File: src/hztc_pkg.sv
package hztc_pkg;

    localparam int DIST_W   = 8;
    localparam int TIME_W   = 32;
    localparam int SPEED_W  = 16;
    localparam int GAP_W    = 16;
    localparam int POWER_W  = 8;
    localparam int CFG_W    = 16;
    localparam int IDX_W    = 3;
    localparam int ZONE_W   = 3;
    localparam int DVD_W    = 22;
    localparam int DIV_STEPS = DVD_W;
    localparam int CNT_W    = $clog2(DIV_STEPS);
    localparam int SCALE    = 10000;

    localparam int DEF_MIN_CONVERT_SPEED_MM_S = 100;
    localparam int DEF_MIN_FOLLOW_DISTANCE_CM = 10;

    localparam logic [GAP_W-1:0]   RST_MAX_GAP   = 16'd3000;
    localparam logic [GAP_W-1:0]   RST_MIN_GAP   = 16'd1000;
    localparam logic [GAP_W-1:0]   RST_DES_GAP   = 16'd2000;
    localparam logic [GAP_W-1:0]   RST_GAP_TOL   = 16'd300;
    localparam logic [POWER_W-1:0] RST_INIT_PWR  = 8'hBA;
    localparam logic [7:0]         RST_PWR_STEP  = 8'd5;
    localparam logic [7:0]         RST_TRIM_INT  = 8'd10;
    localparam logic [POWER_W-1:0] RST_TRIM_LIM  = 8'hCE;

    typedef enum logic [IDX_W-1:0] {
        REG_MAX_GAP   = 3'd0,
        REG_MIN_GAP   = 3'd1,
        REG_DES_GAP   = 3'd2,
        REG_GAP_TOL   = 3'd3,
        REG_INIT_PWR  = 3'd4,
        REG_PWR_STEP  = 3'd5,
        REG_TRIM_INT  = 3'd6,
        REG_TRIM_LIM  = 3'd7
    } t_reg_idx;

    typedef enum logic [ZONE_W-1:0] {
        ZONE_A = 3'd0,
        ZONE_B = 3'd1,
        ZONE_C = 3'd2,
        ZONE_D = 3'd3,
        ZONE_E = 3'd4
    } t_zone;

    typedef enum logic [2:0] {
        S_IDLE,
        S_HLOAD,
        S_HDIV,
        S_LLOAD,
        S_LDIV,
        S_DECIDE
    } t_state;

    typedef struct packed {
        logic cap;
        logic h_load;
        logic l_load;
        logic div_step;
        logic commit;
    } t_cmd;

    typedef struct packed {
        logic out_full;
    } t_status;

endpackage

File: src/hztc_in_if.sv
interface hztc_in_if;
    logic                            valid;
    logic                            ready;
    logic [hztc_pkg::DIST_W-1:0]     distance_cm;
    logic [hztc_pkg::TIME_W-1:0]     timestamp_ms;
    logic [hztc_pkg::SPEED_W-1:0]    own_speed_mm_s;

    modport source(output valid, distance_cm, timestamp_ms, own_speed_mm_s, input ready);
    modport sink(input valid, distance_cm, timestamp_ms, own_speed_mm_s, output ready);
endinterface

File: src/hztc_out_if.sv
interface hztc_out_if;
    logic                               valid;
    logic                               ready;
    logic signed [hztc_pkg::POWER_W-1:0] motor_power;
    logic                               motor_update;
    logic [hztc_pkg::ZONE_W-1:0]        zone;
    logic [hztc_pkg::GAP_W-1:0]         headway_ms;
    logic signed [hztc_pkg::SPEED_W-1:0] lead_speed_mm_s;

    modport source(output valid, motor_power, motor_update, zone, headway_ms,
        lead_speed_mm_s, input ready);
    modport sink(input valid, motor_power, motor_update, zone, headway_ms,
        lead_speed_mm_s, output ready);
endinterface

File: src/headway_zone_throttle_controller_top.sv
// flow: the input transaction is captured, then two 22-step serial divisions (headway, then
// lead speed) run on one shared restoring divider, each after its load, then the decide step
// a new input is taken only after the last commit; a waiting result does not block the next input
// reset: synchronous active-low i_rst_n restores register defaults, throttle to -70 and
// clears the sample history and trim counter
module headway_zone_throttle_controller_top #(
    parameter int MIN_CONVERT_SPEED_MM_S = hztc_pkg::DEF_MIN_CONVERT_SPEED_MM_S,
    parameter int MIN_FOLLOW_DISTANCE_CM = hztc_pkg::DEF_MIN_FOLLOW_DISTANCE_CM
) (
    input  logic                         i_clk,
    input  logic                         i_rst_n,
    input  logic                         i_cfg_we,
    input  logic [hztc_pkg::IDX_W-1:0]   i_cfg_idx,
    input  logic [hztc_pkg::CFG_W-1:0]   i_cfg_data,
    hztc_in_if.sink                      i_in,
    hztc_out_if.source                   o_out
);
    hztc_pkg::t_cmd    w_cmd;
    hztc_pkg::t_status w_status;

    hztc_ctrl u_ctrl (
        .i_clk      (i_clk),
        .i_rst_n    (i_rst_n),
        .i_in_valid (i_in.valid),
        .o_in_ready (i_in.ready),
        .i_status   (w_status),
        .o_cmd      (w_cmd)
    );

    hztc_datapath #(
        .MIN_CONVERT_SPEED_MM_S (MIN_CONVERT_SPEED_MM_S),
        .MIN_FOLLOW_DISTANCE_CM (MIN_FOLLOW_DISTANCE_CM)
    ) u_dp (
        .i_clk             (i_clk),
        .i_rst_n           (i_rst_n),
        .i_cfg_we          (i_cfg_we),
        .i_cfg_idx         (i_cfg_idx),
        .i_cfg_data        (i_cfg_data),
        .i_distance_cm     (i_in.distance_cm),
        .i_timestamp_ms    (i_in.timestamp_ms),
        .i_own_speed_mm_s  (i_in.own_speed_mm_s),
        .i_cmd             (w_cmd),
        .o_status          (w_status),
        .i_out_ready       (o_out.ready),
        .o_out_valid       (o_out.valid),
        .o_motor_power     (o_out.motor_power),
        .o_motor_update    (o_out.motor_update),
        .o_zone            (o_out.zone),
        .o_headway_ms      (o_out.headway_ms),
        .o_lead_speed_mm_s (o_out.lead_speed_mm_s)
    );
endmodule

File: src/hztc_div.sv
module hztc_div (
    input  logic                          i_clk,
    input  logic                          i_load,
    input  logic                          i_step,
    input  logic [hztc_pkg::DVD_W-1:0]    i_dividend,
    input  logic [hztc_pkg::TIME_W-1:0]   i_divisor,
    output logic [hztc_pkg::DVD_W-1:0]    o_quotient
);
    localparam int DW = hztc_pkg::DVD_W;
    localparam int VW = hztc_pkg::TIME_W;

    logic [VW-1:0] r_rem, n_rem;
    logic [DW-1:0] r_quo, n_quo;
    logic [VW-1:0] r_dvs;
    logic [VW:0]   w_trial;
    logic [VW:0]   w_diff;

    always_comb begin
        w_trial = {r_rem, r_quo[DW-1]};
        w_diff  = w_trial - {1'b0, r_dvs};
        n_rem   = r_rem;
        n_quo   = r_quo;
        if (i_load) begin
            n_rem = '0;
            n_quo = i_dividend;
        end else if (i_step) begin
            if (!w_diff[VW]) begin
                n_rem = w_diff[VW-1:0];
                n_quo = {r_quo[DW-2:0], 1'b1};
            end else begin
                n_rem = w_trial[VW-1:0];
                n_quo = {r_quo[DW-2:0], 1'b0};
            end
        end
    end

    always_ff @(posedge i_clk) begin
        r_rem <= n_rem;
        r_quo <= n_quo;
        if (i_load) begin
            r_dvs <= i_divisor;
        end
    end

    assign o_quotient = r_quo;
endmodule

File: src/hztc_ctrl.sv
module hztc_ctrl (
    input  logic               i_clk,
    input  logic               i_rst_n,
    input  logic               i_in_valid,
    output logic               o_in_ready,
    input  hztc_pkg::t_status  i_status,
    output hztc_pkg::t_cmd     o_cmd
);
    localparam int CW = hztc_pkg::CNT_W;

    hztc_pkg::t_state r_state, n_state;
    logic [CW-1:0]    r_cnt, n_cnt;

    always_ff @(posedge i_clk) begin
        if (!i_rst_n) begin
            r_state <= hztc_pkg::S_IDLE;
            r_cnt   <= '0;
        end else begin
            r_state <= n_state;
            r_cnt   <= n_cnt;
        end
    end

    always_comb begin
        n_state    = r_state;
        n_cnt      = r_cnt;
        o_cmd      = '0;
        o_in_ready = 1'b0;
        case (r_state)
            hztc_pkg::S_IDLE: begin
                o_in_ready = 1'b1;
                if (i_in_valid) begin
                    o_cmd.cap = 1'b1;
                    n_state   = hztc_pkg::S_HLOAD;
                end
            end
            hztc_pkg::S_HLOAD: begin
                o_cmd.h_load = 1'b1;
                n_cnt        = '0;
                n_state      = hztc_pkg::S_HDIV;
            end
            hztc_pkg::S_HDIV: begin
                o_cmd.div_step = 1'b1;
                n_cnt          = r_cnt + 1'b1;
                if (r_cnt == CW'(hztc_pkg::DIV_STEPS - 1)) begin
                    n_state = hztc_pkg::S_LLOAD;
                end
            end
            hztc_pkg::S_LLOAD: begin
                o_cmd.l_load = 1'b1;
                n_cnt        = '0;
                n_state      = hztc_pkg::S_LDIV;
            end
            hztc_pkg::S_LDIV: begin
                o_cmd.div_step = 1'b1;
                n_cnt          = r_cnt + 1'b1;
                if (r_cnt == CW'(hztc_pkg::DIV_STEPS - 1)) begin
                    n_state = hztc_pkg::S_DECIDE;
                end
            end
            hztc_pkg::S_DECIDE: begin
                if (!i_status.out_full) begin
                    o_cmd.commit = 1'b1;
                    n_state      = hztc_pkg::S_IDLE;
                end
            end
            default: begin
                n_state = hztc_pkg::S_IDLE;
            end
        endcase
    end
endmodule

File: src/hztc_datapath.sv
module hztc_datapath #(
    parameter int MIN_CONVERT_SPEED_MM_S = hztc_pkg::DEF_MIN_CONVERT_SPEED_MM_S,
    parameter int MIN_FOLLOW_DISTANCE_CM = hztc_pkg::DEF_MIN_FOLLOW_DISTANCE_CM
) (
    input  logic                                 i_clk,
    input  logic                                 i_rst_n,
    input  logic                                 i_cfg_we,
    input  logic [hztc_pkg::IDX_W-1:0]           i_cfg_idx,
    input  logic [hztc_pkg::CFG_W-1:0]           i_cfg_data,
    input  logic [hztc_pkg::DIST_W-1:0]          i_distance_cm,
    input  logic [hztc_pkg::TIME_W-1:0]          i_timestamp_ms,
    input  logic [hztc_pkg::SPEED_W-1:0]         i_own_speed_mm_s,
    input  hztc_pkg::t_cmd                       i_cmd,
    output hztc_pkg::t_status                    o_status,
    input  logic                                 i_out_ready,
    output logic                                 o_out_valid,
    output logic signed [hztc_pkg::POWER_W-1:0]  o_motor_power,
    output logic                                 o_motor_update,
    output logic [hztc_pkg::ZONE_W-1:0]          o_zone,
    output logic [hztc_pkg::GAP_W-1:0]           o_headway_ms,
    output logic signed [hztc_pkg::SPEED_W-1:0]  o_lead_speed_mm_s
);
    localparam int DW = hztc_pkg::DVD_W;
    localparam int TW = hztc_pkg::TIME_W;
    localparam int SW = hztc_pkg::SPEED_W;
    localparam int PW = hztc_pkg::POWER_W;

    // configuration
    logic [15:0]          r_max_gap, r_min_gap, r_des_gap, r_gap_tol;
    logic signed [PW-1:0] r_init_pwr, r_trim_lim;
    logic [7:0]           r_pwr_step, r_trim_int;

    // controller state
    logic                 r_have;
    logic [7:0]           r_older, r_newer;
    logic [TW-1:0]        r_prev_time;
    logic signed [PW-1:0] r_throttle;
    logic [7:0]           r_hold;

    // captured transaction
    logic [7:0]           r_dist;
    logic [TW-1:0]        r_time;
    logic [SW-1:0]        r_speed;
    logic [15:0]          r_h;
    logic                 r_dt_zero;
    logic                 r_neg;

    // output register
    logic                 r_out_valid;
    logic signed [PW-1:0] r_o_power;
    logic                 r_o_update;
    logic [2:0]           r_o_zone;
    logic [15:0]          r_o_h;
    logic signed [SW-1:0] r_o_lead;

    logic [DW-1:0]        w_dvd;
    logic [TW-1:0]        w_dvs;
    logic [DW-1:0]        w_quo;
    logic [TW-1:0]        w_dt;
    logic [7:0]           w_absdiff;

    function automatic logic signed [7:0] f_clamp(input logic signed [11:0] v,
                                                  input logic signed [7:0] lim);
        logic signed [7:0] res;
        if (v > 12'sd0) begin
            res = '0;
        end else if (v < 12'(lim)) begin
            res = lim;
        end else begin
            res = v[7:0];
        end
        return res;
    endfunction

    function automatic logic signed [7:0] f_step(input logic signed [7:0] thr,
                                                 input logic up,
                                                 input logic [7:0] ps,
                                                 input logic signed [7:0] lim);
        logic signed [8:0]  tm1;
        logic signed [2:0]  q;
        logic signed [11:0] prod;
        logic signed [11:0] sum;
        tm1 = 9'(thr) - 9'sd1;
        if (tm1 < -9'sd100) begin
            q = -3'sd2;
        end else if (tm1 < 9'sd0) begin
            q = -3'sd1;
        end else if (tm1 < 9'sd100) begin
            q = 3'sd0;
        end else begin
            q = 3'sd1;
        end
        prod = 12'(12'(q) * $signed({4'b0, ps}));
        sum  = up ? (12'(thr) + prod) : (12'(thr) - prod);
        return f_clamp(sum, lim);
    endfunction

    hztc_div u_div (
        .i_clk      (i_clk),
        .i_load     (i_cmd.h_load | i_cmd.l_load),
        .i_step     (i_cmd.div_step),
        .i_dividend (w_dvd),
        .i_divisor  (w_dvs),
        .o_quotient (w_quo)
    );

    assign w_dt      = r_time - r_prev_time;
    assign w_absdiff = (r_dist >= r_older) ? (r_dist - r_older) : (r_older - r_dist);

    always_comb begin
        w_dvd = '0;
        w_dvs = '0;
        if (i_cmd.h_load) begin
            if (r_speed > SW'(MIN_CONVERT_SPEED_MM_S)) begin
                w_dvd = DW'(r_dist) * DW'(hztc_pkg::SCALE);
                w_dvs = TW'(r_speed);
            end else begin
                w_dvs = TW'(SW'(MIN_CONVERT_SPEED_MM_S));
                if (r_dist > 8'(MIN_FOLLOW_DISTANCE_CM)) begin
                    w_dvd = DW'(r_dist) * DW'(hztc_pkg::SCALE);
                end
            end
        end else begin
            w_dvd = DW'(w_absdiff) * DW'(hztc_pkg::SCALE);
            w_dvs = w_dt;
        end
    end

    // decision
    logic                 w_first;
    logic [7:0]           w_old_e, w_new_e;
    logic signed [23:0]   w_lead_full;
    logic signed [SW-1:0] w_lead;
    logic signed [17:0]   w_lo, w_hi, w_h18;
    logic                 w_fast;
    hztc_pkg::t_zone      w_zone;
    logic signed [PW-1:0] w_thr;
    logic signed [PW-1:0] w_power;
    logic                 w_update;
    logic [7:0]           w_hold;
    logic [7:0]           w_hold_inc;

    always_comb begin
        w_first = ~r_have;
        w_old_e = w_first ? r_dist : r_older;
        w_new_e = w_first ? r_newer : r_dist;
        if (w_first) begin
            w_lead_full = '0;
        end else if (r_dt_zero) begin
            w_lead_full = 24'(r_speed);
        end else if (r_neg) begin
            w_lead_full = 24'(r_speed) - 24'(w_quo);
        end else begin
            w_lead_full = 24'(r_speed) + 24'(w_quo);
        end
        if (w_lead_full > 24'sd32767) begin
            w_lead = 16'sh7FFF;
        end else if (w_lead_full < -24'sd32768) begin
            w_lead = 16'sh8000;
        end else begin
            w_lead = w_lead_full[15:0];
        end

        w_lo   = $signed({2'b0, r_des_gap}) - $signed({2'b0, r_gap_tol});
        w_hi   = $signed({2'b0, r_des_gap}) + $signed({2'b0, r_gap_tol});
        w_h18  = $signed({2'b0, r_h});
        w_fast = 18'(w_lead) > $signed({2'b0, r_speed});

        w_thr      = r_throttle;
        w_update   = 1'b0;
        w_hold     = r_hold;
        w_hold_inc = r_hold + 8'd1;
        w_power    = r_throttle;
        if (r_h > r_max_gap) begin
            w_zone   = hztc_pkg::ZONE_A;
            w_power  = r_init_pwr;
            w_update = 1'b1;
        end else if (r_h < r_min_gap) begin
            w_zone   = hztc_pkg::ZONE_E;
            w_thr    = f_step(r_throttle, 1'b0, r_pwr_step, r_init_pwr);
            w_power  = w_thr;
            w_update = 1'b1;
        end else begin
            if (w_fast) begin
                w_zone = (w_lo > w_h18 && $signed({2'b0, r_min_gap}) < w_h18) ?
                    hztc_pkg::ZONE_D : hztc_pkg::ZONE_C;
            end else begin
                w_zone = (w_hi >= w_h18 && w_lo <= w_h18) ?
                    hztc_pkg::ZONE_C : hztc_pkg::ZONE_B;
            end
            case (w_zone)
                hztc_pkg::ZONE_D: begin
                    w_thr    = f_step(r_throttle, 1'b0, r_pwr_step, r_init_pwr);
                    w_update = 1'b1;
                end
                hztc_pkg::ZONE_B: begin
                    w_thr    = f_step(r_throttle, 1'b1, r_pwr_step, r_init_pwr);
                    w_update = 1'b1;
                end
                default: begin
                    w_hold = w_hold_inc;
                    if (w_hold_inc > r_trim_int) begin
                        w_hold = '0;
                        if (r_throttle <= r_trim_lim) begin
                            if (w_old_e > w_new_e) begin
                                w_thr    = f_clamp(12'(r_throttle) - 12'sd1, r_init_pwr);
                                w_update = 1'b1;
                            end else if (w_old_e < w_new_e) begin
                                w_thr    = f_clamp(12'(r_throttle) + 12'sd1, r_init_pwr);
                                w_update = 1'b1;
                            end
                        end
                    end
                end
            endcase
            w_power = w_thr;
        end
    end

    always_ff @(posedge i_clk) begin
        if (!i_rst_n) begin
            r_max_gap   <= hztc_pkg::RST_MAX_GAP;
            r_min_gap   <= hztc_pkg::RST_MIN_GAP;
            r_des_gap   <= hztc_pkg::RST_DES_GAP;
            r_gap_tol   <= hztc_pkg::RST_GAP_TOL;
            r_init_pwr  <= hztc_pkg::RST_INIT_PWR;
            r_pwr_step  <= hztc_pkg::RST_PWR_STEP;
            r_trim_int  <= hztc_pkg::RST_TRIM_INT;
            r_trim_lim  <= hztc_pkg::RST_TRIM_LIM;
            r_have      <= 1'b0;
            r_older     <= '0;
            r_newer     <= '0;
            r_prev_time <= '0;
            r_throttle  <= hztc_pkg::RST_INIT_PWR;
            r_hold      <= '0;
            r_out_valid <= 1'b0;
        end else begin
            if (i_cfg_we) begin
                case (hztc_pkg::t_reg_idx'(i_cfg_idx))
                    hztc_pkg::REG_MAX_GAP:  r_max_gap  <= i_cfg_data;
                    hztc_pkg::REG_MIN_GAP:  r_min_gap  <= i_cfg_data;
                    hztc_pkg::REG_DES_GAP:  r_des_gap  <= i_cfg_data;
                    hztc_pkg::REG_GAP_TOL:  r_gap_tol  <= i_cfg_data;
                    hztc_pkg::REG_INIT_PWR: r_init_pwr <= i_cfg_data[7:0];
                    hztc_pkg::REG_PWR_STEP: r_pwr_step <= i_cfg_data[7:0];
                    hztc_pkg::REG_TRIM_INT: r_trim_int <= i_cfg_data[7:0];
                    hztc_pkg::REG_TRIM_LIM: r_trim_lim <= i_cfg_data[7:0];
                    default: ;
                endcase
            end
            if (i_cmd.commit) begin
                r_have      <= 1'b1;
                r_prev_time <= r_time;
                r_newer     <= w_new_e;
                r_older     <= (w_zone == hztc_pkg::ZONE_A || w_zone == hztc_pkg::ZONE_E) ?
                    w_old_e : w_new_e;
                r_throttle  <= w_thr;
                r_hold      <= w_hold;
                r_out_valid <= 1'b1;
            end else if (r_out_valid && i_out_ready) begin
                r_out_valid <= 1'b0;
            end
        end
    end

    always_ff @(posedge i_clk) begin
        if (i_cmd.cap) begin
            r_dist  <= i_distance_cm;
            r_time  <= i_timestamp_ms;
            r_speed <= i_own_speed_mm_s;
        end
        if (i_cmd.l_load) begin
            r_h       <= (w_quo > DW'(16'hFFFF)) ? 16'hFFFF : w_quo[15:0];
            r_dt_zero <= (w_dt == '0);
            r_neg     <= (r_dist < r_older);
        end
        if (i_cmd.commit) begin
            r_o_power  <= w_power;
            r_o_update <= w_update;
            r_o_zone   <= w_zone;
            r_o_h      <= r_h;
            r_o_lead   <= w_lead;
        end
    end

    assign o_status.out_full = r_out_valid & ~i_out_ready;
    assign o_out_valid       = r_out_valid;
    assign o_motor_power     = r_o_power;
    assign o_motor_update    = r_o_update;
    assign o_zone            = r_o_zone;
    assign o_headway_ms      = r_o_h;
    assign o_lead_speed_mm_s = r_o_lead;
endmodule

File: src/flat_wrapper.sv
// flat-port wrapper written by rule: the top's interface ports become plain ports
module headway_zone_throttle_controller_top_flat 
#(
    parameter int MIN_CONVERT_SPEED_MM_S = hztc_pkg::DEF_MIN_CONVERT_SPEED_MM_S,
    parameter int MIN_FOLLOW_DISTANCE_CM = hztc_pkg::DEF_MIN_FOLLOW_DISTANCE_CM
)
  (i_clk, i_rst_n, i_cfg_we, i_cfg_idx, i_cfg_data, i_in_valid, i_in_distance_cm, i_in_timestamp_ms, i_in_own_speed_mm_s, i_in_ready, o_out_valid, o_out_motor_power, o_out_motor_update, o_out_zone, o_out_headway_ms, o_out_lead_speed_mm_s, o_out_ready);
  hztc_in_if i_in_i ();
  hztc_out_if o_out_i ();
  input  logic i_clk;
  input  logic i_rst_n;
  input  logic i_cfg_we;
  input  logic [hztc_pkg::IDX_W-1:0] i_cfg_idx;
  input  logic [hztc_pkg::CFG_W-1:0] i_cfg_data;
  input wire logic [$bits(i_in_i.valid)-1:0] i_in_valid;
  input wire logic [$bits(i_in_i.distance_cm)-1:0] i_in_distance_cm;
  input wire logic [$bits(i_in_i.timestamp_ms)-1:0] i_in_timestamp_ms;
  input wire logic [$bits(i_in_i.own_speed_mm_s)-1:0] i_in_own_speed_mm_s;
  output wire logic [$bits(i_in_i.ready)-1:0] i_in_ready;
  output wire logic [$bits(o_out_i.valid)-1:0] o_out_valid;
  output wire logic [$bits(o_out_i.motor_power)-1:0] o_out_motor_power;
  output wire logic [$bits(o_out_i.motor_update)-1:0] o_out_motor_update;
  output wire logic [$bits(o_out_i.zone)-1:0] o_out_zone;
  output wire logic [$bits(o_out_i.headway_ms)-1:0] o_out_headway_ms;
  output wire logic [$bits(o_out_i.lead_speed_mm_s)-1:0] o_out_lead_speed_mm_s;
  input wire logic [$bits(o_out_i.ready)-1:0] o_out_ready;
  assign i_in_i.valid = i_in_valid;
  assign i_in_i.distance_cm = i_in_distance_cm;
  assign i_in_i.timestamp_ms = i_in_timestamp_ms;
  assign i_in_i.own_speed_mm_s = i_in_own_speed_mm_s;
  assign i_in_ready = i_in_i.ready;
  assign o_out_valid = o_out_i.valid;
  assign o_out_motor_power = o_out_i.motor_power;
  assign o_out_motor_update = o_out_i.motor_update;
  assign o_out_zone = o_out_i.zone;
  assign o_out_headway_ms = o_out_i.headway_ms;
  assign o_out_lead_speed_mm_s = o_out_i.lead_speed_mm_s;
  assign o_out_i.ready = o_out_ready;
  headway_zone_throttle_controller_top #(.MIN_CONVERT_SPEED_MM_S(MIN_CONVERT_SPEED_MM_S), .MIN_FOLLOW_DISTANCE_CM(MIN_FOLLOW_DISTANCE_CM)) u_core (.i_clk(i_clk), .i_rst_n(i_rst_n), .i_cfg_we(i_cfg_we), .i_cfg_idx(i_cfg_idx), .i_cfg_data(i_cfg_data), .i_in(i_in_i), .o_out(o_out_i));
endmodule
File: config.mk
export PLATFORM = sky130hd
export DESIGN_NAME = headway_zone_throttle_controller_top_flat
export DESIGN_NICKNAME = d
export VERILOG_FILES = /design/src/hztc_pkg.sv /design/src/hztc_in_if.sv /design/src/hztc_out_if.sv /design/src/headway_zone_throttle_controller_top.sv /design/src/hztc_div.sv /design/src/hztc_ctrl.sv /design/src/hztc_datapath.sv /design/src/flat_wrapper.sv
export SDC_FILE = /design/constraint.sdc
export NUM_CORES = 2
export LEC_CHECK = 0
export ABC_AREA = 1
export BUFFER_PORTS_ARGS = -buffer_cell sky130_fd_sc_hd__buf_2
export CORE_UTILIZATION = 60
export DETAILED_ROUTE_END_ITERATION = 8
export HOLD_SLACK_MARGIN = 0.03
export PLACE_DENSITY_LB_ADDON = 0.05
export SETUP_SLACK_MARGIN = 0.15
export SLEW_MARGIN = 20
export SYNTH_ARGS = -nofsm -noshare
export SYNTH_HDL_FRONTEND = slang
export SYNTH_SLANG_ARGS = --single-unit
export TNS_END_PERCENT = 10
File: constraint.sdc
create_clock -name i_clk -period 9.25 [get_ports i_clk]
set_clock_uncertainty 0.05 [all_clocks]
set_input_delay 0.4625 -clock i_clk [delete_from_list [all_inputs] [get_ports i_clk]]
set_output_delay 0.4625 -clock i_clk [all_outputs]
set_load 0.1 [all_outputs]
== Word level (Yosys, flattened, before mapping) ==
Index checks and enable logic that the tools add are counted.

* Bits of input ports: 80
* Logic and storage cells: 209
* Bits in registers: 374
* Output and inout port bits: 46

* Magnitude comparators: 31
* Reduce and logical (&&, ||, !) cells: 26
* Bitwise gates (word level): 6
* Equal/unequal tests: 20
* Multiplexer cells: 74
* $mul: 5
* Add/subtract/negate cells: 16

{| class="wikitable"
|+ Operators with widths
! cell !! number
|-
| 8-bit two-way mux || 21
|-
| 22-bit two-way mux || 5
|-
| 24-bit two-way mux || 3
|-
| 32-bit two-way mux || 2
|-
| 3-bit two-way mux || 18
|-
| 16-bit two-way mux || 3
|-
| 12-bit by 1-bit > comparator with 1-bit output, second input constant || 3
|-
| 12-bit by 8-bit less-than comparator with 1-bit output || 3
|-
| 3-bit by 9-bit multiplier with 12-bit output || 3
|-
| 8-bit by 10-bit multiplier with 18-bit output, second input constant || 2
|-
| 33-bit by 32-bit subtractor with 33-bit output || 1
|-
| 32-bit zero test || 1
|-
| 16-bit less-than comparator || 2
|-
| 32-bit subtractor || 1
|-
| 24-bit by 16-bit > comparator with 1-bit output, second input constant || 1
|-
| 24-bit by 16-bit less-than comparator with 1-bit output, second input constant || 1
|-
| 8-bit by 12-bit subtractor with 12-bit output || 2
|-
| 16-bit by 22-bit adder with 23-bit output || 1
|-
| 16-bit by 22-bit subtractor with 23-bit output || 1
|-
| 22-bit by 16-bit > comparator with 1-bit output, second input constant || 1
|-
| 3-bit equality test, second input constant || 7
|-
| 9-bit by 1-bit > comparator with 1-bit output, second input constant || 2
|-
| 9-bit by 8-bit less-than comparator with 1-bit output || 2
|-
| 9-bit by 8-bit less-than comparator with 1-bit output, second input constant || 2
|-
| other kinds (40) || 90
|}

== Longest topological paths before layout ==
* Depth after elaboration: 23
* Depth in mapped cells: 47

== Modules after synthesis ==
Synthesis repeated with hierarchy kept, for this count alone.

* Cells, all modules: 4,550
* Area total of the unflattened synthesis: 32,681.3 um^2

{| class="wikitable"
|+ Modules (own cells, without submodules)
! module !! area each (um^2) !! times used !! sequential area each (um^2) !! cells an instance
|-
| hztc_datapath || 25,974.9 || 1 || 6,786.5 || 3,523
|-
| hztc_div || 6,206.0 || 1 || 2,262.2 || 956
|-
| hztc_ctrl || 500.5 || 1 || 160.2 || 71
|}

== Worst setup path before layout ==
Ideal clock, no wire load.

* Path kind: register -> register
* Start point: register u_core.u_dp.r_throttle[0]
* End point: register u_core.u_dp.r_o_power[3], in the netlist u_core.u_dp.o_motor_power[3] (data pin)
* Buffers on the path: 4
* Slack: 2.419 ns
* Arrival time: 6.519 ns
* Required time: 8.939 ns
* Stages on the path, launching flop included: 44
* Cell sequence: dfxtp_1 -> buf_2 -> inv_2 -> ha_1 -> nand3_1 -> nor2_1 -> nand3_1 -> nand2_1 -> nor2_1 -> o31ai_1 -> nand3_1 -> ha_1 -> clkbuf_1 -> buf_1 -> nor2_1 -> ha_1 -> fa_1 -> fa_1 -> [8 not listed] -> a31oi_1 -> xor2_1 -> inv_1 -> ha_1 -> a21oi_1 -> o21ai_0 -> a21oi_1 -> a21o_1 -> nand2_2 -> buf_2 -> nand2_1 -> o21ai_0 -> nand2_1 -> nor2_1 -> a21oi_1 -> nand3_1 -> nand3_1 -> o21ai_1

* Longest elaborated chain between the ends: 16
* Elaborated cells between the ends (all ways): 51
* Those cells by class: add/sub: 6; mul: 3; order compare: 14; mux: 28

{| class="wikitable"
|+ Ends and longest elaborated chain
! element !! RTL line !! RTL
|-
| start: declaration || hztc_datapath.sv:37 || <nowiki>logic signed [PW-1:0] r_throttle;</nowiki>
|-
| start signal: assignment || hztc_datapath.sv:234 || <nowiki>r_throttle <= hztc_pkg::RST_INIT_PWR;</nowiki>
|-
| start signal: assignment || hztc_datapath.sv:257 || <nowiki>r_throttle <= w_thr;</nowiki>
|-
| 8-bit by 2-bit subtractor with 9-bit output || hztc_datapath.sv:83, hztc_datapath.sv:206 ||
|-
| 9-bit by 8-bit less-than comparator with 1-bit output || hztc_datapath.sv:88 || <nowiki>end else if (tm1 < 9'sd100) begin</nowiki>
|-
| 1-bit two-way mux || hztc_datapath.sv:88 ||
|-
| 3-bit two-way mux || hztc_datapath.sv:86 || <nowiki>end else if (tm1 < 9'sd0) begin</nowiki>
|-
| 3-bit two-way mux || hztc_datapath.sv:84 || <nowiki>if (tm1 < -9'sd100) begin</nowiki>
|-
| 3-bit two-way mux || hztc_datapath.sv:191 || <nowiki>case (w_zone)</nowiki>
|-
| 3-bit two-way mux || hztc_datapath.sv:178 || <nowiki>end else if (r_h < r_min_gap) begin</nowiki>
|-
| 3-bit two-way mux || hztc_datapath.sv:174 || <nowiki>if (r_h > r_max_gap) begin</nowiki>
|-
| 3-bit by 9-bit multiplier with 12-bit output || hztc_datapath.sv:93 || <nowiki>prod = 12'(12'(q) * $signed({4'b0, ps}));</nowiki>
|-
| 8-bit by 12-bit adder with 12-bit output / 8-bit by 12-bit subtractor with 12-bit output (equally long branches) || hztc_datapath.sv:94 || <nowiki>sum = up ? (12'(thr) + prod) : (12'(thr) - prod);</nowiki>
|-
| 12-bit by 8-bit less-than comparator with 1-bit output || hztc_datapath.sv:67 || <nowiki>end else if (v < 12'(lim)) begin</nowiki>
|-
| 8-bit two-way mux || hztc_datapath.sv:67 ||
|-
| 8-bit two-way mux || hztc_datapath.sv:65 || <nowiki>if (v > 12'sd0) begin</nowiki>
|-
| 8-bit one-hot mux with 2 select lines || hztc_datapath.sv:191 ||
|-
| 8-bit two-way mux (*) || hztc_datapath.sv:178 ||
|-
| 8-bit two-way mux (*) || hztc_datapath.sv:174 ||
|-
| named net u_core.u_dp.w_power[3] || hztc_datapath.sv:138 || <nowiki>logic signed [PW-1:0] w_power;</nowiki>
|-
| end signal: assignment || hztc_datapath.sv:278 || <nowiki>r_o_power <= w_power;</nowiki>
|-
| end: declaration || hztc_datapath.sv:50 || <nowiki>logic signed [PW-1:0] r_o_power;</nowiki>
|}

The timed path passes the listed nets; every way through them passes the cells marked *. The select of a mux whose other input is x is not followed.
A chain may end at the register's enable or synchronous reset.

== Worst setup path in the final report ==
* Start point: register u_core.u_dp.r_throttle[0]
* End point: register u_core.u_dp.r_o_power[7], in the netlist u_core.u_dp.o_motor_power[7] (data pin)

The elaborated chain is that of the path after synthesis.

==> results.ini <==
[cells_and_area]
area_growth_pct=10.47
multi_input_area_um2=19100
fillers=4525
layout-drive-gt1-share_pct=8.966
num-nets-final=4756
ff_latch_area_um2=9209

[placement]
routabilityCongestion=0.9718
dpl.hpwl_um=64390
io_buffers=125

[floorplan]
die_w_um=230.4
die_h_um=230.4
pin_count=126
core_um2=51410
initial_utilization_pct=60.86
row_count=83
floorplan.die_area_um2=53060

[synth]
synth.distinct_cells=71
syn_avg_cell_area_um2=7.731
syn_area_um2=31290
synth_fp_nets=4613
yosysTopAreaCellShare_pct=16.88
synthArstFlopShare_pct=0
yosysSeqAreaShare_pct=29.43
synth_edf_count=172
syn-instance-count=4047
synth_seq_cells=374
synthFlopType=dfxtp_1
ys_warn_count=0
yosys-top-cells-area=ha_1 (17%), edfxtp_1 (17%), dfxtp_1 (13%)
synth_top_area_cell=ha_1

[grt]
grt_pass1_vias=25340
grtUsageTotal_pct=31.93
antenna_found_initial=1
grt_max_degree=101
globalRoute.totalOverflow=0
grt_pass1_wl_um=135700

[clock_network]
cts_sinks=374
cts_buffers=45
postCtsHoldBufs=56
cts_root_buffer=clkbuf_16
cts_repair_resize_count=0
worstSkewPairLatency_ns=0.60
ctsHtreeMaxLevel=2
clockBufferDepth=3
clkSlewWorstSetupHoldPaths_ns=0.06
post-cts-setup-buffers=0
cts_tree=built

[setup_path]
cp_max_fo=19
start_kind=flop
crit_top_cell=nand2_1
reg2reg_from=u_core.u_dp.r_throttle[0]$_SDFFE_PN0P_
cp.required_ns=9.54
reg2reg_depth=34
criticalPathCategory=flop to flop
slowest_stage=dfxtp_1
setup.worst_path.start=u_core.u_dp.r_throttle[0]$_SDFFE_PN0P_
arrival_ns=7.90
cpPeakStageDelay_ns=0.57
cp-end-kind=flop
critical_path_cell_count=34
cp_num_buf_inv=5
cp_top_family=adder cells

[detailed_routing]
vias=27470
remaining_drc_errors=0
ant_nets=0
routed_wl_um=84680
wl_per_cell_um=17.25
drtIter0Drc=2301
dr.pass1.iters=5
vias_per_cell=5.597

[power_and_ir_drop]
leakagePower_nw=16.59
finalPower_mw=13.17
powerDensity_nw_per_um2=380.9
vdd_drop_max_mv=0.7808

[timing]
setup_viol_count_final=0
tns_ns=0
rsz0062_at_grt=no
finalHoldViolCount=0
max_slew.worst_pin.slew_ns=1.009
timing.slew.headroom_pct=32.72
fmax_ghz=0.1315
maxSlewViolCount=0
fin_crit_sh_pct=82.22
period_minus_slack_ns=7.605
holdWs_ns=0.1500

[status]
status=complete, no violations

[job]
drv_cap=0

[hold_path]
hp-start=i_cfg_data[9]
hold_path.class=primary input to flop
worstHoldPathCells=3

## Yosys cell counts, types with 5 or more instances
cell type,count
a211oi_1,10
a21boi_0,5
a21boi_2,5
a21o_1,10
a21oi_1,357
a21oi_2,19
a221oi_1,6
a22oi_1,6
a31oi_1,19
buf_2,12
buf_4,5
buf_6,7
clkbuf_1,76
clkinv_1,9
dfxtp_1,202
edfxtp_1,172
fa_1,64
ha_1,422
inv_1,645
inv_2,13
nand2_1,674
nand2_2,31
nand3_1,164
nand3_2,9
nand3b_1,12
nand4_1,52
nor2_1,318
nor2_2,6
nor3_1,40
nor4_1,6
o211ai_1,54
o21a_1,8
o21ai_0,301
o21ai_1,20
o21ai_2,27
o21bai_1,32
o21bai_2,19
o221ai_1,5
o31ai_1,11
or2_2,13
xnor2_1,39
xor2_1,95
## routing by layer
metal  global-route usage (%)  vias up  share of wire, %
li1                         -    13790                 -
met1                    46.84    12750                48
met2                    49.70      811                44
met3                    3.360      113               5.9
met4                    8.858        0               2.5
met5                        0        -                 0
## worst min-delay path: cells and delay by family
kind	cells	cell delay [ns]
buffers and inverters	1	0.16
and+or+nand+nor	2	0.14
## path summary, 6_finish.rpt
check,endpoint,slack [ns]
max,u_core.u_dp.o_motor_power[7]$_DFFE_PP_,1.64
max reg2reg,u_core.u_dp.o_motor_power[7]$_DFFE_PP_,1.64
min reg2reg,u_core.u_dp.r_prev_time[3]$_SDFFE_PN0P_,0.41
min,u_core.u_dp.r_min_gap[9]$_SDFFE_PN1P_,0.15
## per-stage QoR
stage	instance area (um2)	setup WS (ns)	cells	utilization, %
finish	34560	1.645	4908	67.24
global route	34560	1.017	4908	67.24
CTS	34550	1.719	4907	67.22
detailed placement	32440	1.751	4767	63.10
global placement	32440	1.871	4767	63.10
floorplan	31290	2.419	4047	-
## registers in the layout, summed over array words and instances (netlist names), 22 cells and up
register,flops
u_core.u_dp.u_div.o_quotient,22
u_core.u_dp.u_div.r_rem,32
u_core.u_dp.u_div.r_dvs,32
u_core.u_dp.r_time,32
u_core.u_dp.r_prev_time,32
## power by group
part / internal, mW / switching [mW]
Combinational: 3.22 / 5.56
Clock: 1.10 / 0.764
Sequential: 2.22 / 0.304
Total: 6.53 / 6.63
## logic make-up after synthesis
kind of cell / share of synthesized area [%]
simple gates: 18.45
mux: 0.1040
xor+xnor: 3.751
flops: 29.43
buf+inv: 9.654
fa+ha+maj: 20.97
compound gates: 17.64
## final cells by class
type / instances / area share (%)
sequential: 374 / 26.64
inverter: 667 / 7.243
clock buffer: 59 / 3.587
clock inverter: 25 / 0.9158
timing repair buffer: 202 / 3.895
antenna: 1 / 0.007240
tap: 680 / 2.462
multi-input combinational: 2900 / 55.25
## placed cells by master (no fill, tap or decap), types with 64 or more instances in the layout
| cell | n |
|---|---|
| xor2_1 | 95 |
| nand2_1 | 674 |
| buf_2 | 124 |
| a21oi_1 | 357 |
| nor2_1 | 317 |
| inv_1 | 645 |
| dfxtp_1 | 202 |
| nand3_1 | 164 |
| o21ai_0 | 301 |
| fa_1 | 64 |
| edfxtp_1 | 172 |
| ha_1 | 422 |
Power figures use the tool's default switching activity.
